## src/hdl/sha256_message_hash_defines.svh

```systemverilog
// ============================================================================
// SHA-256 message hash: assertion macros
// Concurrent assertion helpers for the top-level RTL file of the hash block.
// ============================================================================
`ifndef SHA256_MESSAGE_HASH_DEFINES_SVH
`define SHA256_MESSAGE_HASH_DEFINES_SVH

`ifndef SYNTH

// Implication checked in the same cycle.
`define SHA_ASSERT(lbl, clk, rst_n, ante, cons) \
    lbl: assert property (@(posedge clk) disable iff (!rst_n) (ante) |-> (cons)) \
        else $error("sha256 check failed");

// Implication checked in the next cycle.
`define SHA_ASSERT_NEXT(lbl, clk, rst_n, ante, cons) \
    lbl: assert property (@(posedge clk) disable iff (!rst_n) (ante) |=> (cons)) \
        else $error("sha256 check failed");

`else

`define SHA_ASSERT(lbl, clk, rst_n, ante, cons)
`define SHA_ASSERT_NEXT(lbl, clk, rst_n, ante, cons)

`endif

`endif

```

## src/hdl/sha_pkg.sv

```systemverilog
// ============================================================================
// SHA-256 package
// Transfer types, sequencer states, datapath controls and hash constants.
// ============================================================================
package sha_pkg;

    localparam int CNT_W = 61;

    // One message byte transfer.
    typedef struct packed {
        logic [7:0] data_byte;
        logic       has_byte;
        logic       end_of_message;
    } sha_in_t;

    // One digest word transfer.
    typedef struct packed {
        logic [31:0] digest_word;
        logic [2:0]  word_index;
        logic        last_word;
    } sha_out_t;

    // Sequencer states.
    typedef enum logic [2:0] {
        ST_IDLE,
        ST_PAD_HEAD,
        ST_PAD,
        ST_CMP_START,
        ST_ROUND_A,
        ST_ROUND_B,
        ST_FOLD,
        ST_EMIT
    } sha_state_t;

    // Controls from the sequencer to the round datapath.
    typedef struct packed {
        logic       load_work;
        logic       phase_a;
        logic       phase_b;
        logic       fold;
        logic       reinit;
        logic [5:0] rnd;
    } sha_ctrl_t;

    localparam logic [31:0] IV_TABLE [8] = '{
        32'h6a09e667, 32'hbb67ae85, 32'h3c6ef372, 32'ha54ff53a,
        32'h510e527f, 32'h9b05688c, 32'h1f83d9ab, 32'h5be0cd19
    };

    localparam logic [31:0] K_TABLE [64] = '{
        32'h428a2f98, 32'h71374491, 32'hb5c0fbcf, 32'he9b5dba5,
        32'h3956c25b, 32'h59f111f1, 32'h923f82a4, 32'hab1c5ed5,
        32'hd807aa98, 32'h12835b01, 32'h243185be, 32'h550c7dc3,
        32'h72be5d74, 32'h80deb1fe, 32'h9bdc06a7, 32'hc19bf174,
        32'he49b69c1, 32'hefbe4786, 32'h0fc19dc6, 32'h240ca1cc,
        32'h2de92c6f, 32'h4a7484aa, 32'h5cb0a9dc, 32'h76f988da,
        32'h983e5152, 32'ha831c66d, 32'hb00327c8, 32'hbf597fc7,
        32'hc6e00bf3, 32'hd5a79147, 32'h06ca6351, 32'h14292967,
        32'h27b70a85, 32'h2e1b2138, 32'h4d2c6dfc, 32'h53380d13,
        32'h650a7354, 32'h766a0abb, 32'h81c2c92e, 32'h92722c85,
        32'ha2bfe8a1, 32'ha81a664b, 32'hc24b8b70, 32'hc76c51a3,
        32'hd192e819, 32'hd6990624, 32'hf40e3585, 32'h106aa070,
        32'h19a4c116, 32'h1e376c08, 32'h2748774c, 32'h34b0bcb5,
        32'h391c0cb3, 32'h4ed8aa4a, 32'h5b9cca4f, 32'h682e6ff3,
        32'h748f82ee, 32'h78a5636f, 32'h84c87814, 32'h8cc70208,
        32'h90befffa, 32'ha4506ceb, 32'hbef9a3f7, 32'hc67178f2
    };

endpackage

```

## src/hdl/sha_wmem.sv

```systemverilog
// ============================================================================
// SHA-256 schedule memory
// Sixteen 32-bit words holding the message block and the rolling schedule:
// one write port and two read ports with registered read data.
// ============================================================================
module sha_wmem (
    input  logic        clk,
    input  logic        we,
    input  logic [3:0]  waddr,
    input  logic [31:0] wdata,
    input  logic [3:0]  raddr0,
    input  logic [3:0]  raddr1,
    output logic [31:0] rdata0,
    output logic [31:0] rdata1
);
    import sha_pkg::*;

    logic [31:0] mem_reg [16];
    logic [31:0] rdata0_reg;
    logic [31:0] rdata1_reg;

    // Write port.
    always_ff @(posedge clk)
    begin
        if (we)
        begin
            mem_reg[waddr] <= wdata;
        end
    end

    // Read ports, with registered read data.
    always_ff @(posedge clk)
    begin
        rdata0_reg <= mem_reg[raddr0];
        rdata1_reg <= mem_reg[raddr1];
    end

    assign rdata0 = rdata0_reg;
    assign rdata1 = rdata1_reg;

endmodule

```

## src/hdl/sha_core.sv

```systemverilog
// ============================================================================
// SHA-256 round datapath
// Working variables, chaining hash and the two-phase round arithmetic that
// consumes schedule words read from the schedule memory.
// ============================================================================
module sha_core (
    input  logic               clk,
    input  logic               rst_n,
    input  sha_pkg::sha_ctrl_t ctrl,
    input  logic [31:0]        rdata0,
    input  logic [31:0]        rdata1,
    input  logic [2:0]         emit_idx,
    output logic [31:0]        sched_word,
    output logic [31:0]        digest_word
);
    import sha_pkg::*;

    logic [31:0] hash_reg [8];
    logic [31:0] wv_reg [8];
    logic [31:0] sig_reg;
    logic [31:0] whold_reg;
    logic [31:0] hk_reg;

    logic        late_round;
    logic [31:0] w_cur;
    logic [31:0] t1;
    logic [31:0] t2;

    function automatic logic [31:0] bsig0(input logic [31:0] x);
        return {x[1:0], x[31:2]} ^ {x[12:0], x[31:13]} ^ {x[21:0], x[31:22]};
    endfunction

    function automatic logic [31:0] bsig1(input logic [31:0] x);
        return {x[5:0], x[31:6]} ^ {x[10:0], x[31:11]} ^ {x[24:0], x[31:25]};
    endfunction

    function automatic logic [31:0] ssig0(input logic [31:0] x);
        return {x[6:0], x[31:7]} ^ {x[17:0], x[31:18]} ^ {3'b000, x[31:3]};
    endfunction

    function automatic logic [31:0] ssig1(input logic [31:0] x);
        return {x[16:0], x[31:17]} ^ {x[18:0], x[31:19]} ^ {10'd0, x[31:10]};
    endfunction

    // Rounds sixteen onwards extend the schedule.
    assign late_round = (ctrl.rnd[5:4] != 2'b00);

    // Second phase: finish the schedule word and run the round.
    always_comb
    begin
        w_cur = late_round ? (sig_reg + rdata0 + rdata1) : whold_reg;
        t1    = hk_reg + bsig1(wv_reg[4]) + ((wv_reg[4] & wv_reg[5]) ^ (~wv_reg[4] & wv_reg[6]))
                + w_cur;
        t2    = bsig0(wv_reg[0])
                + ((wv_reg[0] & wv_reg[1]) ^ (wv_reg[0] & wv_reg[2]) ^ (wv_reg[1] & wv_reg[2]));
    end

    assign sched_word = w_cur;

    // Chaining hash: initial values, fold after each block, reload after a digest.
    always_ff @(posedge clk or negedge rst_n)
    begin
        if (!rst_n)
        begin
            for (int i = 0; i < 8; i++)
            begin
                hash_reg[i] <= IV_TABLE[i];
            end
        end
        else if (ctrl.reinit)
        begin
            for (int i = 0; i < 8; i++)
            begin
                hash_reg[i] <= IV_TABLE[i];
            end
        end
        else if (ctrl.fold)
        begin
            for (int i = 0; i < 8; i++)
            begin
                hash_reg[i] <= hash_reg[i] + wv_reg[i];
            end
        end
    end

    // Working variables and the per-round staging registers.
    always_ff @(posedge clk)
    begin
        if (ctrl.load_work)
        begin
            for (int i = 0; i < 8; i++)
            begin
                wv_reg[i] <= hash_reg[i];
            end
        end
        else if (ctrl.phase_a)
        begin
            if (late_round)
            begin
                sig_reg <= ssig1(rdata0) + ssig0(rdata1);
            end
            else
            begin
                whold_reg <= rdata0;
            end
            hk_reg <= wv_reg[7] + K_TABLE[ctrl.rnd];
        end
        else if (ctrl.phase_b)
        begin
            wv_reg[7] <= wv_reg[6];
            wv_reg[6] <= wv_reg[5];
            wv_reg[5] <= wv_reg[4];
            wv_reg[4] <= wv_reg[3] + t1;
            wv_reg[3] <= wv_reg[2];
            wv_reg[2] <= wv_reg[1];
            wv_reg[1] <= wv_reg[0];
            wv_reg[0] <= t1 + t2;
        end
    end

    assign digest_word = hash_reg[emit_idx];

endmodule

```

## src/hdl/sha256_message_hash.sv

```systemverilog
// ============================================================================
// SHA-256 message hash
// Byte-wide SHA-256 engine: block assembly, padding, compression sequencing
// and digest output.
// ============================================================================
// Message bytes are taken one per transfer while the engine is idle. The
// byte that completes a 64-byte block starts a compression (one load step,
// 64 rounds of two phases each, one fold step), during which no byte is
// taken. Each round needs four schedule words and the schedule memory has
// two read ports, which is why each round has two phases. The final transfer
// adds one padding write for each word from the current word to the end of
// the block, sixteen more writes when the length needs a block of its own
// (also when the final byte fills its block exactly), and one compression
// for each padded block. Eight digest word transfers follow, word 0 first;
// the engine then returns to the initial hash values for the next message.
`include "sha256_message_hash_defines.svh"

module sha256_message_hash (
    input  logic              clk,
    input  logic              rst_n,
    input  logic              msg_valid,
    output logic              msg_ready,
    input  sha_pkg::sha_in_t  msg,
    output logic              dig_valid,
    input  logic              dig_ready,
    output sha_pkg::sha_out_t dig
);
    import sha_pkg::*;

    sha_state_t       state_reg, state_next;
    logic [CNT_W-1:0] cnt_reg, cnt_next;
    logic [23:0]      asm_reg, asm_next;
    logic [5:0]       round_reg, round_next;
    logic [3:0]       pad_idx_reg, pad_idx_next;
    logic             end_pend_reg, end_pend_next;
    logic             pad_pend_reg, pad_pend_next;
    logic             extra_reg, extra_next;
    logic [2:0]       emit_idx_reg, emit_idx_next;

    logic        mem_we;
    logic [3:0]  mem_waddr;
    logic [31:0] mem_wdata;
    logic [3:0]  mem_raddr0;
    logic [3:0]  mem_raddr1;
    logic [31:0] mem_rdata0;
    logic [31:0] mem_rdata1;

    sha_ctrl_t   ctrl;
    logic [31:0] sched_word;
    logic [31:0] digest_word;

    logic        dig_xfer;
    logic [1:0]  lane;
    logic [5:0]  next_round;
    logic [31:0] head_word;
    logic [31:0] len_hi;
    logic [31:0] len_lo;

    assign dig_xfer   = dig_valid && dig_ready;
    assign lane       = cnt_reg[1:0];
    assign next_round = round_reg + 6'd1;
    assign len_hi     = cnt_reg[CNT_W-1:CNT_W-32];
    assign len_lo     = {cnt_reg[CNT_W-33:0], 3'b000};

    // Final partial word: collected bytes, then the 0x80 marker, then zeros.
    always_comb
    begin
        case (lane)
            2'd0:    head_word = {8'h80, 24'd0};
            2'd1:    head_word = {asm_reg[23:16], 8'h80, 16'd0};
            2'd2:    head_word = {asm_reg[23:8], 8'h80, 8'd0};
            2'd3:    head_word = {asm_reg, 8'h80};
            default: head_word = '0;
        endcase
    end

    // Sequencer registers.
    always_ff @(posedge clk or negedge rst_n)
    begin
        if (!rst_n)
        begin
            state_reg    <= ST_IDLE;
            cnt_reg      <= '0;
            round_reg    <= '0;
            pad_idx_reg  <= '0;
            end_pend_reg <= 1'b0;
            pad_pend_reg <= 1'b0;
            extra_reg    <= 1'b0;
            emit_idx_reg <= '0;
        end
        else
        begin
            state_reg    <= state_next;
            cnt_reg      <= cnt_next;
            round_reg    <= round_next;
            pad_idx_reg  <= pad_idx_next;
            end_pend_reg <= end_pend_next;
            pad_pend_reg <= pad_pend_next;
            extra_reg    <= extra_next;
            emit_idx_reg <= emit_idx_next;
        end
    end

    // Byte assembly register holds the first three bytes of a word.
    always_ff @(posedge clk)
    begin
        asm_reg <= asm_next;
    end

    // Next state, memory port and datapath controls.
    always_comb
    begin
        state_next    = state_reg;
        cnt_next      = cnt_reg;
        asm_next      = asm_reg;
        round_next    = round_reg;
        pad_idx_next  = pad_idx_reg;
        end_pend_next = end_pend_reg;
        pad_pend_next = pad_pend_reg;
        extra_next    = extra_reg;
        emit_idx_next = emit_idx_reg;

        mem_we     = 1'b0;
        mem_waddr  = cnt_reg[5:2];
        mem_wdata  = sched_word;
        mem_raddr0 = round_reg[3:0];
        mem_raddr1 = round_reg[3:0];

        ctrl           = '0;
        ctrl.rnd       = round_reg;

        msg_ready = 1'b0;
        dig_valid = 1'b0;

        case (state_reg)
            ST_IDLE:
            begin
                msg_ready = 1'b1;
                if (msg_valid)
                begin
                    if (msg.has_byte)
                    begin
                        cnt_next = cnt_reg + 1'b1;
                        case (lane)
                            2'd0:    asm_next[23:16] = msg.data_byte;
                            2'd1:    asm_next[15:8]  = msg.data_byte;
                            2'd2:    asm_next[7:0]   = msg.data_byte;
                            default:
                            begin
                                mem_we    = 1'b1;
                                mem_wdata = {asm_reg, msg.data_byte};
                            end
                        endcase
                        // A full block is compressed first; padding follows it.
                        if (cnt_reg[5:0] == 6'd63)
                        begin
                            pad_pend_next = msg.end_of_message;
                            state_next    = ST_CMP_START;
                        end
                        else if (msg.end_of_message)
                        begin
                            state_next = ST_PAD_HEAD;
                        end
                    end
                    else if (msg.end_of_message)
                    begin
                        state_next = ST_PAD_HEAD;
                    end
                end
            end

            ST_PAD_HEAD:
            begin
                mem_we        = 1'b1;
                mem_wdata     = head_word;
                end_pend_next = 1'b1;
                // No room for the length field: a further block follows.
                extra_next    = (cnt_reg[5:3] == 3'd7);
                if (cnt_reg[5:2] == 4'd15)
                begin
                    state_next = ST_CMP_START;
                end
                else
                begin
                    pad_idx_next = cnt_reg[5:2] + 4'd1;
                    state_next   = ST_PAD;
                end
            end

            ST_PAD:
            begin
                mem_we    = 1'b1;
                mem_waddr = pad_idx_reg;
                if (!extra_reg && pad_idx_reg == 4'd14)
                begin
                    mem_wdata = len_hi;
                end
                else if (!extra_reg && pad_idx_reg == 4'd15)
                begin
                    mem_wdata = len_lo;
                end
                else
                begin
                    mem_wdata = '0;
                end
                if (pad_idx_reg == 4'd15)
                begin
                    state_next = ST_CMP_START;
                end
                else
                begin
                    pad_idx_next = pad_idx_reg + 4'd1;
                end
            end

            ST_CMP_START:
            begin
                ctrl.load_work = 1'b1;
                mem_raddr0     = 4'd0;
                round_next     = '0;
                state_next     = ST_ROUND_A;
            end

            ST_ROUND_A:
            begin
                // Fetch w[t-7] and w[t-16] for the schedule extension.
                ctrl.phase_a = 1'b1;
                mem_raddr0   = round_reg[3:0] - 4'd7;
                mem_raddr1   = round_reg[3:0];
                state_next   = ST_ROUND_B;
            end

            ST_ROUND_B:
            begin
                ctrl.phase_b = 1'b1;
                mem_we       = (round_reg[5:4] != 2'b00);
                mem_waddr    = round_reg[3:0];
                mem_wdata    = sched_word;
                // Fetch for the next round: w[t-2] and w[t-15], or w[t] early on.
                if (next_round[5:4] != 2'b00)
                begin
                    mem_raddr0 = next_round[3:0] - 4'd2;
                end
                else
                begin
                    mem_raddr0 = next_round[3:0];
                end
                mem_raddr1 = next_round[3:0] + 4'd1;
                round_next = next_round;
                if (round_reg == 6'd63)
                begin
                    state_next = ST_FOLD;
                end
                else
                begin
                    state_next = ST_ROUND_A;
                end
            end

            ST_FOLD:
            begin
                ctrl.fold = 1'b1;
                if (extra_reg)
                begin
                    extra_next   = 1'b0;
                    pad_idx_next = '0;
                    state_next   = ST_PAD;
                end
                else if (pad_pend_reg)
                begin
                    // The final byte filled the block: pad a fresh one.
                    pad_pend_next = 1'b0;
                    state_next    = ST_PAD_HEAD;
                end
                else if (end_pend_reg)
                begin
                    emit_idx_next = '0;
                    state_next    = ST_EMIT;
                end
                else
                begin
                    state_next = ST_IDLE;
                end
            end

            ST_EMIT:
            begin
                dig_valid = 1'b1;
                if (dig_ready)
                begin
                    if (emit_idx_reg == 3'd7)
                    begin
                        ctrl.reinit   = 1'b1;
                        cnt_next      = '0;
                        end_pend_next = 1'b0;
                        state_next    = ST_IDLE;
                    end
                    else
                    begin
                        emit_idx_next = emit_idx_reg + 3'd1;
                    end
                end
            end

            default:
            begin
                state_next = ST_IDLE;
            end
        endcase
    end

    // Digest output transfer.
    always_comb
    begin
        dig.digest_word = digest_word;
        dig.word_index  = emit_idx_reg;
        dig.last_word   = (emit_idx_reg == 3'd7);
    end

    sha_wmem u_wmem (
        .clk    (clk),
        .we     (mem_we),
        .waddr  (mem_waddr),
        .wdata  (mem_wdata),
        .raddr0 (mem_raddr0),
        .raddr1 (mem_raddr1),
        .rdata0 (mem_rdata0),
        .rdata1 (mem_rdata1)
    );

    sha_core u_core (
        .clk         (clk),
        .rst_n       (rst_n),
        .ctrl        (ctrl),
        .rdata0      (mem_rdata0),
        .rdata1      (mem_rdata1),
        .emit_idx    (emit_idx_reg),
        .sched_word  (sched_word),
        .digest_word (digest_word)
    );

    // Checks on the sequencer.
    `SHA_ASSERT(a_no_msg_while_emit, clk, rst_n, dig_valid, !msg_ready)
    `SHA_ASSERT(a_idle_round_zero, clk, rst_n, state_reg == ST_IDLE, round_reg == 6'd0)
    `SHA_ASSERT(a_no_write_phase_a, clk, rst_n, state_reg == ST_ROUND_A, !mem_we)
    `SHA_ASSERT_NEXT(a_last_round_folds, clk, rst_n,
        state_reg == ST_ROUND_B && round_reg == 6'd63, state_reg == ST_FOLD)
    `SHA_ASSERT_NEXT(a_count_cleared, clk, rst_n, dig_xfer && dig.last_word, cnt_reg == '0)

endmodule
```

## config.mk

```make
export PLATFORM = sky130hd
export DESIGN_NAME = sha256_message_hash
export DESIGN_NICKNAME = d
export VERILOG_FILES = /design/src/hdl/sha_pkg.sv /design/src/hdl/sha_wmem.sv /design/src/hdl/sha_core.sv /design/src/hdl/sha256_message_hash.sv
export VERILOG_INCLUDE_DIRS = /design/src /design/src/hdl
export SDC_FILE = /design/constraint.sdc
export NUM_CORES = 2
export LEC_CHECK = 0
export BUFFER_PORTS_ARGS = -buffer_cell sky130_fd_sc_hd__buf_4
export CAP_MARGIN = 20
export CORE_MARGIN = 3
export CORE_UTILIZATION = 30
export DETAILED_ROUTE_END_ITERATION = 8
export GPL_TIMING_DRIVEN = 0
export MAX_ROUTING_LAYER = met4
export PLACE_DENSITY_LB_ADDON = 0.2
export SYNTH_ARGS = -nofsm -noshare
export SYNTH_HDL_FRONTEND = slang
export SYNTH_HIERARCHICAL = 1
export SYNTH_SLANG_ARGS = --single-unit
```

## constraint.sdc

```tcl
create_clock -name clk -period 15.2 [get_ports clk]
set_input_delay 1.52 -clock clk [delete_from_list [all_inputs] [get_ports clk]]
set_output_delay 1.52 -clock clk [all_outputs]
set_load 0.05 [all_outputs]
```

# Word-level counts from Yosys, hierarchy flattened
# Memories as Yosys holds them, arrays and structs flattened. A register that Yosys moved wholly into a read port is not among the register bits.
# Index checks and enable logic that the tools add are counted.
# totals
regBits,456
mem_bits_rw,768
romBits,2048
inputBits,14
output_inout_bits,38
elab_cells,227
memories,3
# memory_table
memory,depth,width,rd,rd_clocked_by_memory_dff,wr,line,source
(name not given),64,32,1,0,0,sha_core.sv:106,hk_reg <= wv_reg[7] + K_TABLE[ctrl.rnd];
u_wmem.mem_reg,16,32,2,2,1,sha_wmem.sv:18,logic [31:0] mem_reg [16];
u_core.wv_reg,8,32,8,0,8,sha_core.sv:19,logic [31:0] wv_reg [8];
# op_classes
add_sub_neg,26
order_cmp,2
n_eq_ne,30
n_mux,86
bitwise,29
n_reduce_logical,29
# ops
cell,n
$add A32 B32 Y32,18
$mux W32,18
$mux W256,2
$xor A32 B32 Y32,9
$mux W61,4
$and A32 B32 Y32,5
$pmux W32 S4,1
$pmux W61 S2,1
$bmux W32 S3,1
$pmux W32 S3,1
$add A61 B1 Y61 const B,1
$mux W3,15
$not A32 Y32,1
$xor A32 B22 Y32,1
$xor A32 B29 Y32,1
$mux W1,27
$ne A2 B2 Y1 const B,13
$pmux W3 S8,1
$pmux W4 S3,2
$mux W4,5
$reduce_and A4 Y1,5
$eq A3 B3 Y1 const B,6
$reduce_bool A2 Y1,9
$add A4 B1 Y4 const B,3
other kinds (33),52

# Depth between registers and ports, before layout
# logic_depth
ltp_word,8
mapped_depth,41

# By module
# The synthesis kept the hierarchy.
# modules_own_cells
module,n_inst,cells_each,area_per_inst_um2,seq_area_each_um2
sha_core,1,6138,54669.9,17146.4
sha_wmem,1,1141,24203.2,16656.0
sha256_message_hash,1,741,6622.6,2722.6

# Least setup slack after synthesis
# Ideal clock, no wire load.
# synth_path
path_kind,register to register
startpoint,"reg u_wmem.rdata0_reg[1], in the netlist u_wmem/rdata0[1], read port of u_wmem.mem_reg"
endpoint,mem u_core.wv_reg[0][31] (data pin)
setup_time_ps,263
t_arrival_ps,8086
required_ps,14937
slack_ps,6851
path_stages_with_launch,42
path_buffers,0
synth_period_minus_slack_ps,8349
cell_sequence,dfxtp_1 > fa_1 > ha_1 > fa_1 > a211oi_1 > o21ai_2 > a41oi_2 > o31ai_4 > a21o_1 > a21oi_1 > o21ai_0 > xor2_1 > nor2_1 > nor2_1 > inv_1 > fa_1 > fa_1 > inv_1 > [... 6 more ...] > a21o_1 > a21oi_1 > xnor2_1 > inv_1 > fa_1 > inv_1 > ha_1 > a21o_1 > a21oi_1 > nor2b_1 > o21ai_0 > nand2b_1 > a21oi_1 > o21ai_0 > a41o_1 > a21oi_1 > xnor2_1 > o21ai_1
# synth_rtl
element,line,source
start: declaration,sha_wmem.sv:19,logic [31:0] rdata0_reg;
end: declaration,sha_core.sv:19,

==> metrics.txt <==
status finished clean; Rel. slew slack 0.187; Yosys warnings 6; mux share of post-synthesis cell area 0.106; flip-flop count of the largest register after layout 512; syn avg cell area 10.7 um2; hold buffers post-CTS 0; FF-to-FF End u_core/wv_reg[0][31]$_DFFE_PP_; top sig layer met4; Max Clock Skew 86.1 ps; CTS tree done; R2R Setup Slk 3630 ps; fill cell count 28500; Final Max Slew Viols 0; Cell variety after synth 99; Post-CTS Setup Bufs 0; H-tree depth 4; main combinational cell family by area after synthesis compound AO/OA/AOI/OAI gates; hold endpoint u_core/hash_reg[178]$_DFFE_PN1P_; Fmax 0.0864 GHz; CP Max Fanout 10; dpl cells 11900; WL/cell 29.4 um; die span in x 540 um; period utilisation layout 0.761; post-route DRC violation count 0; root buffer cell clkbuf_16; Slew @ Worst Pin 1220 ps; Setup Crit Path Kind flip-flop to flip-flop; Clock transition at path regs 60 ps; max_cap viols 0; ANT nets after route 0; CP max stage cell clkbuf_1; r2r worst-path depth 36; clock latency on the worst-skew pair 890 ps; final setup vio count 0; Syn Nets 8633; Post-Syn Instances 8020; io pins 52; DRT Wirelength 359 mm; Post-Synth XOR/XNOR Area 0.0653; DR iter-0 viols 7529; Post-synth top flop edfxtp_1; hpwl dp 276 mm; CTS buffer count 165; most frequent cells in the layout nand2_1 (1164), edfxtp_1 (888), nor2_1 (495); layout cells sized above 1 0.122; Via density 5.62; Hold Crit Start u_core/hash_reg[178]$_DFFE_PN1P_; row count 195; met3 WL 26.6 mm; Critical Path RT 15770 ps; Max stage delay on crit path 910 ps; Synth Cell Area 85500 um2; Synth async-reset ratio 0.261; deepest clock path buffer count 4; crit path launch type flip-flop; vias 68600; first-pass GRT wire length 502 mm; Setup WS post-layout 3630 ps; Seq/Total Area, Yosys 0.427; Die ar. 291000 um2; adder-cell share of the synthesized area 0.100; power per standard cell area 77.8 nW/um2; commonest non-fill, non-tap cell in the layout nand2_1; 1st-pass router iterations 8; Post-Layout Cell Count 12200; Die H 540 um; DRT met1 WL 158 mm; Layout Utilization 0.344; launching point of the worst reg2reg path round_reg[4]$_DFFE_PN0P_; WP data arrival 12150 ps; compound-cell area share of the yosys netlist 0.144; CP endpoint kind flip-flop; PostCTS Resize Cnt 0; area grow syn2layout 13.7%; Post-synth EDFFs 888; met2 wire length 161 mm; GRT Total Usage 0.246; final setup TNS 0 ps; gpl congestion 0.984; vias in the first global route 67400; largest net degree at the start of global routing 95; initial antenna violation count 23; IO buf count 51; RSZ-0062 raised after global routing false; Hold Vio Cnt, Final 0; Seq cells post-synth 1288; Post-Synth Simple-Gate Area 0.122; Tightest Hold Check Type flip-flop to flip-flop; total core area 283000 um2; WHS Path Cells 2; Starting Density 0.302; CTS Sinks 1288; Pleak 35.0 nW; GRT overflow 0; dpl ws 3770 ps; VDD IR max 0.0874 mV; Tmin final 11570 ps; nets 8932
synth_stat cells, types with 22 or more instances:
library cell / n / share of area
nor3_1: 121 / 0.0071
mux2i_1: 119 / 0.014
a22o_1: 25 / 0.0026
o21bai_1: 53 / 0.0047
or2_2: 28 / 0.0020
a31oi_1: 64 / 0.0047
and2_1: 26 / 0.0019
or3_1: 47 / 0.0034
a221o_1: 25 / 0.0029
a211oi_1: 60 / 0.0053
nand2_1: 1164 / 0.051
nand2b_1: 75 / 0.0055
buf_4: 25 / 0.0022
nor2_1: 511 / 0.022
clkbuf_1: 311 / 0.014
fa_1: 137 / 0.032
nand4_1: 39 / 0.0029
a211o_1: 49 / 0.0050
xor2_1: 218 / 0.022
ha_1: 462 / 0.068
a22oi_1: 139 / 0.012
buf_1: 64 / 0.0028
or4_1: 23 / 0.0020
nor4_1: 22 / 0.0016
dfrtp_1: 200 / 0.059
a21o_1: 205 / 0.018
and3_1: 43 / 0.0031
o21a_1: 61 / 0.0054
nor2b_1: 73 / 0.0053
a21oi_1: 459 / 0.027
nand3_1: 114 / 0.0067
dfxtp_1: 64 / 0.015
mux4_2: 325 / 0.086
dfstp_2: 136 / 0.042
o31ai_1: 48 / 0.0042
xnor2_1: 417 / 0.043
o21ai_0: 448 / 0.026
inv_1: 325 / 0.014
mux2_2: 48 / 0.0063
o211ai_1: 49 / 0.0043
edfxtp_1: 888 / 0.31
kinds of logic after synthesis:
kind of cell	count (synthesis)
xor+xnor	636
flops	1288
buf+inv	749
compound gates	1897
fa+ha+maj	603
simple gates	2354
mux	493
worst max-delay path, delay by kind of cell, from the launching register on:
kind	cells	cell delay (ps)
XOR/XNOR	2	750
adder cells (fa/ha/maj)	6	2410
flip-flops	1	350
buffers and inverters	8	2980
AO/OA/AOI/OAI	16	3790
AND/OR/NAND/NOR	4	1000
how the worst max path moves through the flow:
stage | to | from | cells after the start | slack (ps)
2_1_floorplan | u_core/wv_reg[0][31]$_DFFE_PP_ | u_wmem/rdata0[1]$_DFF_P_ | 41 | 6850
3_3_place_gp | u_core/wv_reg[0][2]$_DFFE_PP_ | state_reg[1]$_DFFE_PN0P_ | 4 | 2140
3_5_place_dp | u_core/wv_reg[0][31]$_DFFE_PP_ | round_reg[4]$_DFFE_PN0P_ | 35 | 3770
4_1_cts | u_core/wv_reg[0][31]$_DFFE_PP_ | round_reg[4]$_DFFE_PN0P_ | 35 | 3790
5_1_grt | u_core/wv_reg[0][31]$_DFFE_PP_ | round_reg[4]$_DFFE_PN0P_ | 36 | 3370
6_report | u_core/wv_reg[0][31]$_DFFE_PP_ | round_reg[4]$_DFFE_PN0P_ | 36 | 3630
cell type report:
class / instances / area [um2] / share of cell area
clock inverters: 64 / 562 / 0.00578
multi-input cells: 5983 / 46100 / 0.474
inverters: 328 / 1240 / 0.0127
well taps: 3743 / 4680 / 0.0482
clock buffers: 238 / 4560 / 0.0469
diodes: 12 / 30.0 / 0.000309
flip-flops and latches: 1288 / 36500 / 0.376
plain buffers: 421 / 1770 / 0.0182
repair buffers: 132 / 1740 / 0.0179
where the power goes:
part	leakage, nW	internal, mW	switching [mW]
logic	21.4	0.00509	0.0267
registers	11.2	3.72	0.000482
clock network	2.49	2.19	1.63
total	35.0	5.92	1.65
routing by layer:
layer,GRT usage,up-vias
met3,0.0332,519
met5,-,-
li1,-,30200
met2,0.377,2867
met1,0.336,35000
met4,0.0790,0
stage by stage:
stage | area, um2 | total power, mW | hold slack, ps
2_1_floorplan | 85500 | 3.79 | 406
3_3_place_gp | 90600 | 3.82 | 513
3_5_place_dp | 92100 | 3.82 | 525
4_1_cts | 97200 | 7.65 | 535
5_1_grt | 97200 | 7.79 | 557
6_report | 97200 | 7.57 | 540
Power figures use the tool's default switching activity.
